## config.mk

```make
export PLATFORM = sky130hd
export DESIGN_NAME = framed_word_receiver
export DESIGN_NICKNAME = d
export VERILOG_FILES = /design/src/rtl/core/fwr_pkg.sv /design/src/rtl/core/framed_word_receiver.sv /design/src/rtl/core/fwr_store.sv /design/src/rtl/core/fwr_seq.sv
export SDC_FILE = /design/constraint.sdc
export NUM_CORES = 1
export LEC_CHECK = 0
export ABC_AREA = 1
export BUFFER_PORTS_ARGS = -buffer_cell sky130_fd_sc_hd__buf_4
export CAP_MARGIN = 20
export CORE_MARGIN = 2
export CORE_UTILIZATION = 35
export DETAILED_ROUTE_END_ITERATION = 8
export GPL_TIMING_DRIVEN = 0
export PLACE_DENSITY = 0.48
export SETUP_SLACK_MARGIN = 0.5
export SYNTH_ARGS = -nofsm -noshare
export SYNTH_HDL_FRONTEND = slang
export SYNTH_SLANG_ARGS = --single-unit
```

## constraint.sdc

```tcl
create_clock -name clk -period 2.8 [get_ports clk]
set_clock_uncertainty 0.05 [all_clocks]
set_input_delay 0.42 -clock clk [delete_from_list [all_inputs] [get_ports clk]]
set_output_delay 0.42 -clock clk [all_outputs]
set_load 0.05 [all_outputs]
```

## src/rtl/core/fwr_pkg.sv

```systemverilog
// ----------------------------------------------------------------------------
// Framed word receiver package
// Constants and the push record passed from the sequencer to the output stage.
// ----------------------------------------------------------------------------
package fwr_pkg;

  localparam logic [7:0] START_MARK = 8'hAA;

  typedef struct packed {
    logic       valid;
    logic       has_word;
    logic [3:0] word_index;
    logic       last;
  } push_t;

endpackage

```

## src/rtl/core/framed_word_receiver.sv

```systemverilog
// ----------------------------------------------------------------------------
// Framed word receiver
// Parses 0xAA/id/length/data/checksum frames and returns 16-bit data words.
// ----------------------------------------------------------------------------
// Usage: bytes enter on in_rx_byte with in_valid; the block raises in_stall
// only while it drains an accepted frame. On the checksum byte of a frame
// whose XOR checksum and id match cfg_wr_data's last value (device id, 2
// after reset), the block stalls input and emits one item per word, high
// byte first, through its single store read port: each word is read in
// S_FETCH and pushed in S_EMIT, which waits while out_stall holds the output.
// A frame with fewer than two data bytes yields one item with out_has_word
// low and out_last high; a bad frame yields nothing. out_last marks the final
// item of a frame. Results sit in an output register, so bytes keep flowing
// after the last word is queued even while out_stall is high. Synchronous
// reset returns the parser to hunting for a start byte and empties the output
// register; the data store is not cleared. The user must write configuration
// only while idle; the block itself does not enforce this.
// ----------------------------------------------------------------------------
module framed_word_receiver #(
  parameter int RX_WORDS = 16
) (
  input  logic               clk,
  input  logic               rst_n,
  input  logic               in_valid,
  output logic               in_stall,
  input  logic [7:0]         in_rx_byte,
  output logic               out_valid,
  input  logic               out_stall,
  output logic               out_has_word,
  output logic [3:0]         out_word_index,
  output logic signed [15:0] out_word_value,
  output logic               out_last,
  input  logic               cfg_wr_en,
  input  logic [7:0]         cfg_wr_data
);

  localparam int AW = (RX_WORDS > 1) ? $clog2(RX_WORDS) : 1;

  fwr_pkg::push_t push;
  logic           out_free;
  logic           wr_en;
  logic           wr_odd;
  logic [AW-1:0]  wr_addr;
  logic [AW-1:0]  rd_addr;
  logic [15:0]    rd_data;

  logic               out_valid_r;
  logic               out_has_word_r;
  logic [3:0]         out_word_index_r;
  logic signed [15:0] out_word_value_r;
  logic               out_last_r;

  assign out_free = !out_valid_r || !out_stall;

  fwr_seq #(
    .RX_WORDS (RX_WORDS),
    .AW       (AW)
  ) u_seq (
    .clk         (clk),
    .rst_n       (rst_n),
    .in_valid    (in_valid),
    .in_byte     (in_rx_byte),
    .in_stall    (in_stall),
    .cfg_wr_en   (cfg_wr_en),
    .cfg_wr_data (cfg_wr_data),
    .out_free    (out_free),
    .wr_en       (wr_en),
    .wr_odd      (wr_odd),
    .wr_addr     (wr_addr),
    .rd_addr     (rd_addr),
    .push        (push)
  );

  fwr_store #(
    .AW (AW)
  ) u_store (
    .clk     (clk),
    .wr_en   (wr_en),
    .wr_odd  (wr_odd),
    .wr_addr (wr_addr),
    .wr_data (in_rx_byte),
    .rd_addr (rd_addr),
    .rd_data (rd_data)
  );

  always_ff @(posedge clk) begin
    if (!rst_n) begin
      out_valid_r <= 1'b0;
    end else if (push.valid) begin
      out_valid_r <= 1'b1;
    end else if (!out_stall) begin
      out_valid_r <= 1'b0;
    end
  end

  always_ff @(posedge clk) begin
    if (push.valid) begin
      out_has_word_r   <= push.has_word;
      out_word_index_r <= push.word_index;
      out_word_value_r <= push.has_word ? $signed(rd_data) : 16'sd0;
      out_last_r       <= push.last;
    end
  end

  assign out_valid      = out_valid_r;
  assign out_has_word   = out_has_word_r;
  assign out_word_index = out_word_index_r;
  assign out_word_value = out_word_value_r;
  assign out_last       = out_last_r;

endmodule

```

## src/rtl/core/fwr_store.sv

```systemverilog
// ----------------------------------------------------------------------------
// Frame data store
// Two byte banks (high and low byte of each word) with a registered word read.
// ----------------------------------------------------------------------------
module fwr_store #(
  parameter int AW = 4
) (
  input  logic          clk,
  input  logic          wr_en,
  input  logic          wr_odd,
  input  logic [AW-1:0] wr_addr,
  input  logic [7:0]    wr_data,
  input  logic [AW-1:0] rd_addr,
  output logic [15:0]   rd_data
);

  localparam int Depth = 1 << AW;

  logic [7:0]  mem_hi [Depth];
  logic [7:0]  mem_lo [Depth];
  logic [15:0] rd_data_r;

  // Even data bytes go to the high bank, odd bytes to the low bank.
  always_ff @(posedge clk) begin
    if (wr_en) begin
      if (wr_odd) begin
        mem_lo[wr_addr] <= wr_data;
      end else begin
        mem_hi[wr_addr] <= wr_data;
      end
    end
    rd_data_r <= {mem_hi[rd_addr], mem_lo[rd_addr]};
  end

  assign rd_data = rd_data_r;

endmodule

```

## src/rtl/core/fwr_seq.sv

```systemverilog
// ----------------------------------------------------------------------------
// Frame parsing sequencer
// Walks the frame byte by byte through one shared XOR unit and drains words.
// ----------------------------------------------------------------------------
module fwr_seq #(
  parameter int RX_WORDS = 16,
  parameter int AW       = 4
) (
  input  logic           clk,
  input  logic           rst_n,
  input  logic           in_valid,
  input  logic [7:0]     in_byte,
  output logic           in_stall,
  input  logic           cfg_wr_en,
  input  logic [7:0]     cfg_wr_data,
  input  logic           out_free,
  output logic           wr_en,
  output logic           wr_odd,
  output logic [AW-1:0]  wr_addr,
  output logic [AW-1:0]  rd_addr,
  output fwr_pkg::push_t push
);

  localparam logic [8:0] StoreLim = 9'(2 * RX_WORDS);

  typedef enum logic [2:0] {
    S_HUNT, S_ID, S_LEN, S_DATA, S_CHECK, S_FETCH, S_EMIT, S_MARK
  } state_t;

  state_t        state_r, state_nxt;
  logic [7:0]    dev_r;
  logic [7:0]    id_r, id_nxt;
  logic [7:0]    len_r, len_nxt;
  logic [7:0]    pos_r, pos_nxt;
  logic [7:0]    xor_r, xor_nxt;
  logic [AW-1:0] idx_r, idx_nxt;

  logic       accept;
  logic [7:0] xor_opnd;
  logic [7:0] xor_res;
  logic [7:0] pos_inc;
  logic [6:0] words;
  logic [6:0] idx_ext;
  logic       is_last;
  logic       check_ok;

  assign in_stall = (state_r == S_FETCH) || (state_r == S_EMIT) || (state_r == S_MARK);
  assign accept   = in_valid && !in_stall;

  // The one XOR unit both accumulates the checksum and compares against it.
  assign xor_opnd = (state_r == S_ID) ? 8'd0 : xor_r;
  assign xor_res  = xor_opnd ^ in_byte;
  assign check_ok = (xor_res == 8'd0) && (id_r == dev_r);

  assign pos_inc = pos_r + 8'd1;
  assign words   = len_r[7:1];
  assign idx_ext = 7'(idx_r);
  assign is_last = (idx_ext + 7'd1) == words;

  assign wr_en   = accept && (state_r == S_DATA);
  assign wr_odd  = pos_r[0];
  assign wr_addr = pos_r[AW:1];
  assign rd_addr = idx_r;

  always_comb begin
    push.valid      = ((state_r == S_EMIT) || (state_r == S_MARK)) && out_free;
    push.has_word   = (state_r == S_EMIT);
    push.word_index = (state_r == S_EMIT) ? idx_ext[3:0] : 4'd0;
    push.last       = (state_r == S_MARK) ? 1'b1 : is_last;
  end

  always_comb begin
    state_nxt = state_r;
    id_nxt    = id_r;
    len_nxt   = len_r;
    pos_nxt   = pos_r;
    xor_nxt   = xor_r;
    idx_nxt   = idx_r;
    unique case (state_r)
      S_HUNT: begin
        if (accept && (in_byte == fwr_pkg::START_MARK)) begin
          state_nxt = S_ID;
        end
      end
      S_ID: begin
        if (accept) begin
          id_nxt    = in_byte;
          xor_nxt   = xor_res;
          state_nxt = S_LEN;
        end
      end
      S_LEN: begin
        if (accept) begin
          len_nxt = in_byte;
          xor_nxt = xor_res;
          pos_nxt = 8'd0;
          priority if ({1'b0, in_byte} > StoreLim) begin
            state_nxt = S_HUNT;
          end else if (in_byte == 8'd0) begin
            state_nxt = S_CHECK;
          end else begin
            state_nxt = S_DATA;
          end
        end
      end
      S_DATA: begin
        if (accept) begin
          xor_nxt = xor_res;
          pos_nxt = pos_inc;
          if (pos_inc >= len_r) begin
            state_nxt = S_CHECK;
          end
        end
      end
      S_CHECK: begin
        if (accept) begin
          idx_nxt = '0;
          priority if (!check_ok) begin
            state_nxt = S_HUNT;
          end else if (words == 7'd0) begin
            state_nxt = S_MARK;
          end else begin
            state_nxt = S_FETCH;
          end
        end
      end
      S_FETCH: begin
        // Read address settles this cycle; the word is registered for S_EMIT.
        state_nxt = S_EMIT;
      end
      S_EMIT: begin
        if (out_free) begin
          if (is_last) begin
            state_nxt = S_HUNT;
          end else begin
            idx_nxt   = idx_r + AW'(1);
            state_nxt = S_FETCH;
          end
        end
      end
      S_MARK: begin
        if (out_free) begin
          state_nxt = S_HUNT;
        end
      end
      default: state_nxt = S_HUNT;
    endcase
  end

  always_ff @(posedge clk) begin
    if (!rst_n) begin
      state_r <= S_HUNT;
      dev_r   <= 8'd2;
      id_r    <= 8'd0;
      len_r   <= 8'd0;
      pos_r   <= 8'd0;
      xor_r   <= 8'd0;
      idx_r   <= '0;
    end else begin
      state_r <= state_nxt;
      id_r    <= id_nxt;
      len_r   <= len_nxt;
      pos_r   <= pos_nxt;
      xor_r   <= xor_nxt;
      idx_r   <= idx_nxt;
      if (cfg_wr_en) begin
        dev_r <= cfg_wr_data;
      end
    end
  end

endmodule

```

==> Word level (Yosys, flattened, before mapping) <==
Memories as Yosys holds them, arrays and structs flattened. A register that Yosys moved wholly into a read port is not among the register bits.
Cells that the tools add are included.
{ "word_totals": {"regBits": 70, "ramBits": 256, "mem_count": 2} }
{ "op_classes": {"add_sub_neg": 3, "n_lt_le_gt_ge": 2, "n_eq_ne": 20, "muxes": 30, "bitwise_logic": 1, "reduce_logical": 25} }
{ "memory_table": {"columns": ["name", "words", "width", "rd", "rd_ports_with_merged_regs", "write_ports", "line_no", "source"], "rows": [
  ["u_store.mem_hi", 16, 8, 1, 1, 1, "fwr_store.sv:19", "logic [7:0] mem_hi [Depth];"],
  ["u_store.mem_lo", 16, 8, 1, 1, 1, "fwr_store.sv:20", "logic [7:0] mem_lo [Depth];"]
]} }
{ "op_table": {"columns": ["cell", "n"], "rows": [
  ["$mux W3", 12],
  ["$mux W8", 3],
  ["$pmux W3 S8", 1],
  ["$logic_not A8 Y1", 2],
  ["$ne A2 B1 Y1 const B", 8],
  ["$pmux W8 S2", 1],
  ["$eq A3 B3 Y1 const B", 4],
  ["$mux W4", 3],
  ["$add A8 B1 Y8 const B", 1],
  ["$eq A8 B8 Y1", 1],
  ["$eq A8 B8 Y1 const B", 1],
  ["$ge A8 B8 Y1", 1],
  ["$gt A8 B6 Y1 const B", 1],
  ["$mux W1", 8],
  ["$pmux W4 S2", 1],
  ["$reduce_and A8 Y1", 1],
  ["$xor A8 B8 Y8", 1],
  ["$eq A7 B7 Y1", 1],
  ["$logic_not A7 Y1", 1],
  ["$eq A3 B2 Y1 const B", 2],
  ["$reduce_and A2 Y1", 3],
  ["$add A4 B1 Y5 const B", 1],
  ["$logic_and A1 B1 Y1", 5],
  ["$add A4 B1 Y4 const B", 1],
  ["10 further kinds", 17]
]} }

==> Logic depth before layout (Yosys ltp) <==
{ "logic_depth": {"word_depth": 8, "ltp_mapped": 16} }

==> By module <==
Synthesis repeated with hierarchy kept, for this count alone.
{ "unflattened": {"hier_cells": 1605, "hier_area_um2": 15189.6} }
{ "by_module_without_submodules": {"columns": ["module", "n_inst", "cells_per_inst", "area_per_inst_um2", "seq_area_each_um2"], "rows": [
  ["fwr_store", 1, 1114, 11529.8, 8007.7],
  ["fwr_seq", 1, 430, 2798.9, 940.9],
  ["framed_word_receiver", 1, 61, 860.8, 680.7]
]} }

==> Worst setup path before layout <==
OpenSTA, ideal clock, no wires.
{ "synth_timing": {"path_kind": "reg2reg", "from": "register u_seq.state_r[0]", "to": "register out_has_word_r, in the netlist out_has_word, enable pin", "setup_time_ns": 0.408, "t_arrival_ns": 1.778, "setup_slack_ns": 0.564, "stages_incl_launch_ff": 5, "n_path_buf": 1, "synth_period_minus_slack_ns": 2.236, "path_cell_list": "dfxtp_1 > buf_4 > nor2_1 > nand2_2 > a21oi_1"} }
{ "synth_lines": {"columns": ["element", "line_no", "source"], "rows": [
  ["start: declaration", "fwr_seq.sv:30", "state_t state_r, state_nxt;"],
  ["start signal: assignment", "fwr_seq.sv:160", "state_r <= state_nxt;"],
  ["end signal: assignment", "framed_word_receiver.sv:98", "out_has_word_r <= push.has_word;"],
  ["end: declaration", "framed_word_receiver.sv:48", "logic out_has_word_r;"]
]} }

==> Worst setup path after layout <==
{ "layout_timing": {"from": "register u_seq.state_r[0]", "to": "memory u_store.mem_lo[2][3], enable pin"} }
{ "layout_via": {"elab_chain_cells": 8} }
{ "layout_rtl": {"columns": ["element", "line_no", "source"], "rows": [
  ["$eq A3 B3 Y1", "fwr_seq.sv:47", "assign in_stall = (state_r == S_FETCH) || (state_r == S_EMIT) || (state_r == S_MARK);"],
  ["$logic_or A1 B1 Y1 (2 in a row)", "fwr_seq.sv:47", null],
  ["$logic_not A1 Y1", "fwr_seq.sv:48", "assign accept = in_valid && !in_stall;"],
  ["$logic_and A1 B1 Y1", "fwr_seq.sv:48", null],
  ["$logic_and A1 B1 Y1 *", "fwr_seq.sv:60", "assign wr_en = accept && (state_r == S_DATA);"],
  ["$mux W1 *", "fwr_store.sv:25", "if (wr_en) begin"],
  ["$mux W1 (implied by the code) *", "fwr_store.sv:27", "mem_lo[wr_addr] <= wr_data;"],
  ["end: declaration", "fwr_store.sv:20", null]
]} }
Every way passes the cells marked *; elsewhere a longest branch is shown, timed or not.

==> metrics <==
run status finished, final reports clean; count of different cell masters after synthesis 40; vias in the first global route 9,674; Worst setup EP type flop; most frequent cells in the layout 278 x edfxtp_1, 181 x nor2_1, 160 x o21ai_0, 134 x nand2_1, 72 x inv_1; most common cell after layout, fill and taps aside edfxtp_1; Worst Tran Pin Value 0.882 ns; Fin. Hold Viols 0; largest net degree at the start of global routing 37; clk buf depth 3; Placer Congestion around 0.84; final WL about 43 mm; Final Max Tran Viols 0; CP delay by family, top buffers and inverters; WHS about 0.059 ns; H-Tree Depth 2; DR pass1 iterations 5; share of layout cells above drive strength 1 16.7%; diode count 0; hpwl dp between 20 and 30 mm; CP bufs+invs 5; die span in x 204 um; Vias 9,996; Final WS setup approximately 0.47 ns; Lkg Pwr 5.93 nW; CTS Sinks roughly 340; Post-Syn Instances about 1,200; Mapped Avg Cell Area 11.4 um2; Max Cap Viol 0; worst min path class in2reg; hold_buf cts 0; CP most frequent cell buf_4; first-pass GRT wire length roughly 63 mm; root buf cell clkbuf_16; core footprint just under 0.04 mm2; pwr/cell area 616 mW/mm2; Crit-path slowest cell dfxtp_1; Worst-path clk slew around 0.060 ns; Syn-to-layout area delta 21.5%; 1st-iter DRT viols about 820; post-route cell area ~0.017 mm2; wire per inst roughly 23 um; Rows 73; vias per inst 5.27; fmax ~0.43 GHz; Final period util a little over four fifths; Post-Syn Area between 0.01 and 0.015 mm2; critical path type reg2reg; Max stage delay on crit path 0.30 ns; worst slack, placed between 0.08 and 0.09 ns; Final setup viols 0; largest fanout on the critical path 10; Layout Nets between 1,000 and 1,500; worst vdd ir around 0.00036 V; syn nets roughly 1,300; Synth Register Bits approximately 340; crit path cell chain buf_4 -> inv_2 -> nor3_2 -> nand2_1 -> nor2_1 -> inv_1 -> buf_4 -> nor2_4 -> buf_12; # DRC 0; Required @ worst endpoint about 3.0 ns; later-pin clock latency in the skew report about 0.53 ns; CP Data Arrival Time between 2 and 3 ns; Synth Warn # 0; initial antenna violation count 1; Die Y slightly above 200 um; sequential-to-total area share from yosys stat 69.0%; Global Route Usage Sum about a fifth; RSZ-0062 raised after global routing yes; CTS tree done; placed instance area 0.0150 mm2; Rel. slew slack between 40 and 50%; Ports 45; Remaining Overflow, GRT 0; CTS buffer count 39; CP startpoint kind flop; min cycle time layout roughly 2.3 ns; Port Buf Inserts 44; post-route ant nets 0; final design utilization 42.9%; Starting Density a little over a third; die area a little over 0.04 mm2
==> timing repair <==
action                                  4_1_cts  5_1_grt
resized for setup                            74       35
endpoints found under the setup margin      253      217
setup buffers                                19       10
pin swaps                                    20       18
==> registers in the layout (all words and copies together), names as in the netlist <==
name             cells
u_seq.len_r          8
u_seq.pos_r          8
u_store.mem_lo     128
out_last             1
u_seq.dev_r          8
out_valid            1
u_seq.id_r           8
u_seq.state_r        3
out_has_word         1
u_seq.xor_r          8
out_word_value      16
u_store.rd_data     16
u_store.mem_hi     128
u_seq.rd_addr        4
out_word_index       4
==> worst paths after layout <==
path / startpoint / to / slack (ns) / depth (start not counted)
worst max-delay path: u_seq.state_r[0] / u_store.mem_lo[2][3] / 0.47 / 9
worst min-delay path: cfg_wr_data[1] / u_seq.dev_r[1] / 0.06 / 3
worst max register to register: u_seq.state_r[0] / u_store.mem_lo[2][3] / 0.47 / 9
worst min register to register: u_seq.dev_r[5] / u_seq.dev_r[5] / 0.42 / 2
==> layer usage <==
metal  vias to the layer above  global-route usage (%)  routed length [um]
met2                       310                    35.3               20900
met3                        90                    2.38                2200
li1                       4633                       -                   -
met1                      4963                    27.6               18300
met4                         0                    8.60                1660
met5                         -                       0                   0
==> tightest hold or removal path, cell delays in order <==
cell and delay [ns]:
buf_4 0.08, nand2_1 0.04, nand3_1 0.07
==> kinds of logic (layout without fill, tap and decap cells) <==
kind of cell               Yosys count  in the layout  synth area share, %
AOI/OAI and AO/OA                  294            294                 12.4
xor gates and xnor gates            16             16                 1.00
adders and majority gates           10             10                0.896
buffers and inverters              149            293                 4.41
DFF                                342            342                 69.0
and+or+nand+nor                    418            418                 12.3
==> power breakdown <==
part	internal, W	switching [W]	total (W)
Combinational	0.0000393	0.000137	0.000177
Clock	0.00280	0.00198	0.00478
Sequential	0.00549	0.00000583	0.00550
Total	0.00833	0.00212	0.0104
==> cells in the mapped netlist, drive strengths merged <==
cell | instances | area [um2]
a211oi | 1 | 7.51
a21boi | 1 | 7.51
a21oi | 42 | 218
a22oi | 1 | 7.51
and2 | 1 | 6.26
buf | 27 | 154
clkbuf | 41 | 155
clkinv | 2 | 7.51
dfxtp | 64 | 1280
edfxtp | 278 | 8350
ha | 10 | 125
inv | 79 | 299
nand2 | 140 | 533
nand3 | 39 | 218
nand4 | 14 | 87.6
nor2 | 218 | 831
nor3 | 4 | 30.0
nor4 | 1 | 6.26
o211ai | 16 | 120
o21a | 2 | 15.0
o21ai | 167 | 836
o221ai | 48 | 420
o22ai | 16 | 100
or2 | 1 | 6.26
xnor2 | 8 | 70.1
xor2 | 8 | 70.1
==> through the flow <==
step	setup TNS (ns)	std cells	power, W
3_3_place_gp	-11.96	1798	0.00578
4_1_cts	0	1888	0.0105
6_report	0	1898	0.0104
3_5_place_dp	0	1799	0.00578
5_1_grt	0	1898	0.0107
2_1_floorplan	0	1229	0.00566
==> area by class of cell <==
type	count	area [um2]
Buffer	68	340
Multi-Input combinational cell	738	4010
Fill cell	3746	22600
Tap cell	525	657
Clock inverter	13	81.3
Timing Repair Buffer	74	822
Sequential cell	342	9640
Inverter	81	307
Clock buffer	57	1100
Power figures use the tool's default switching activity.
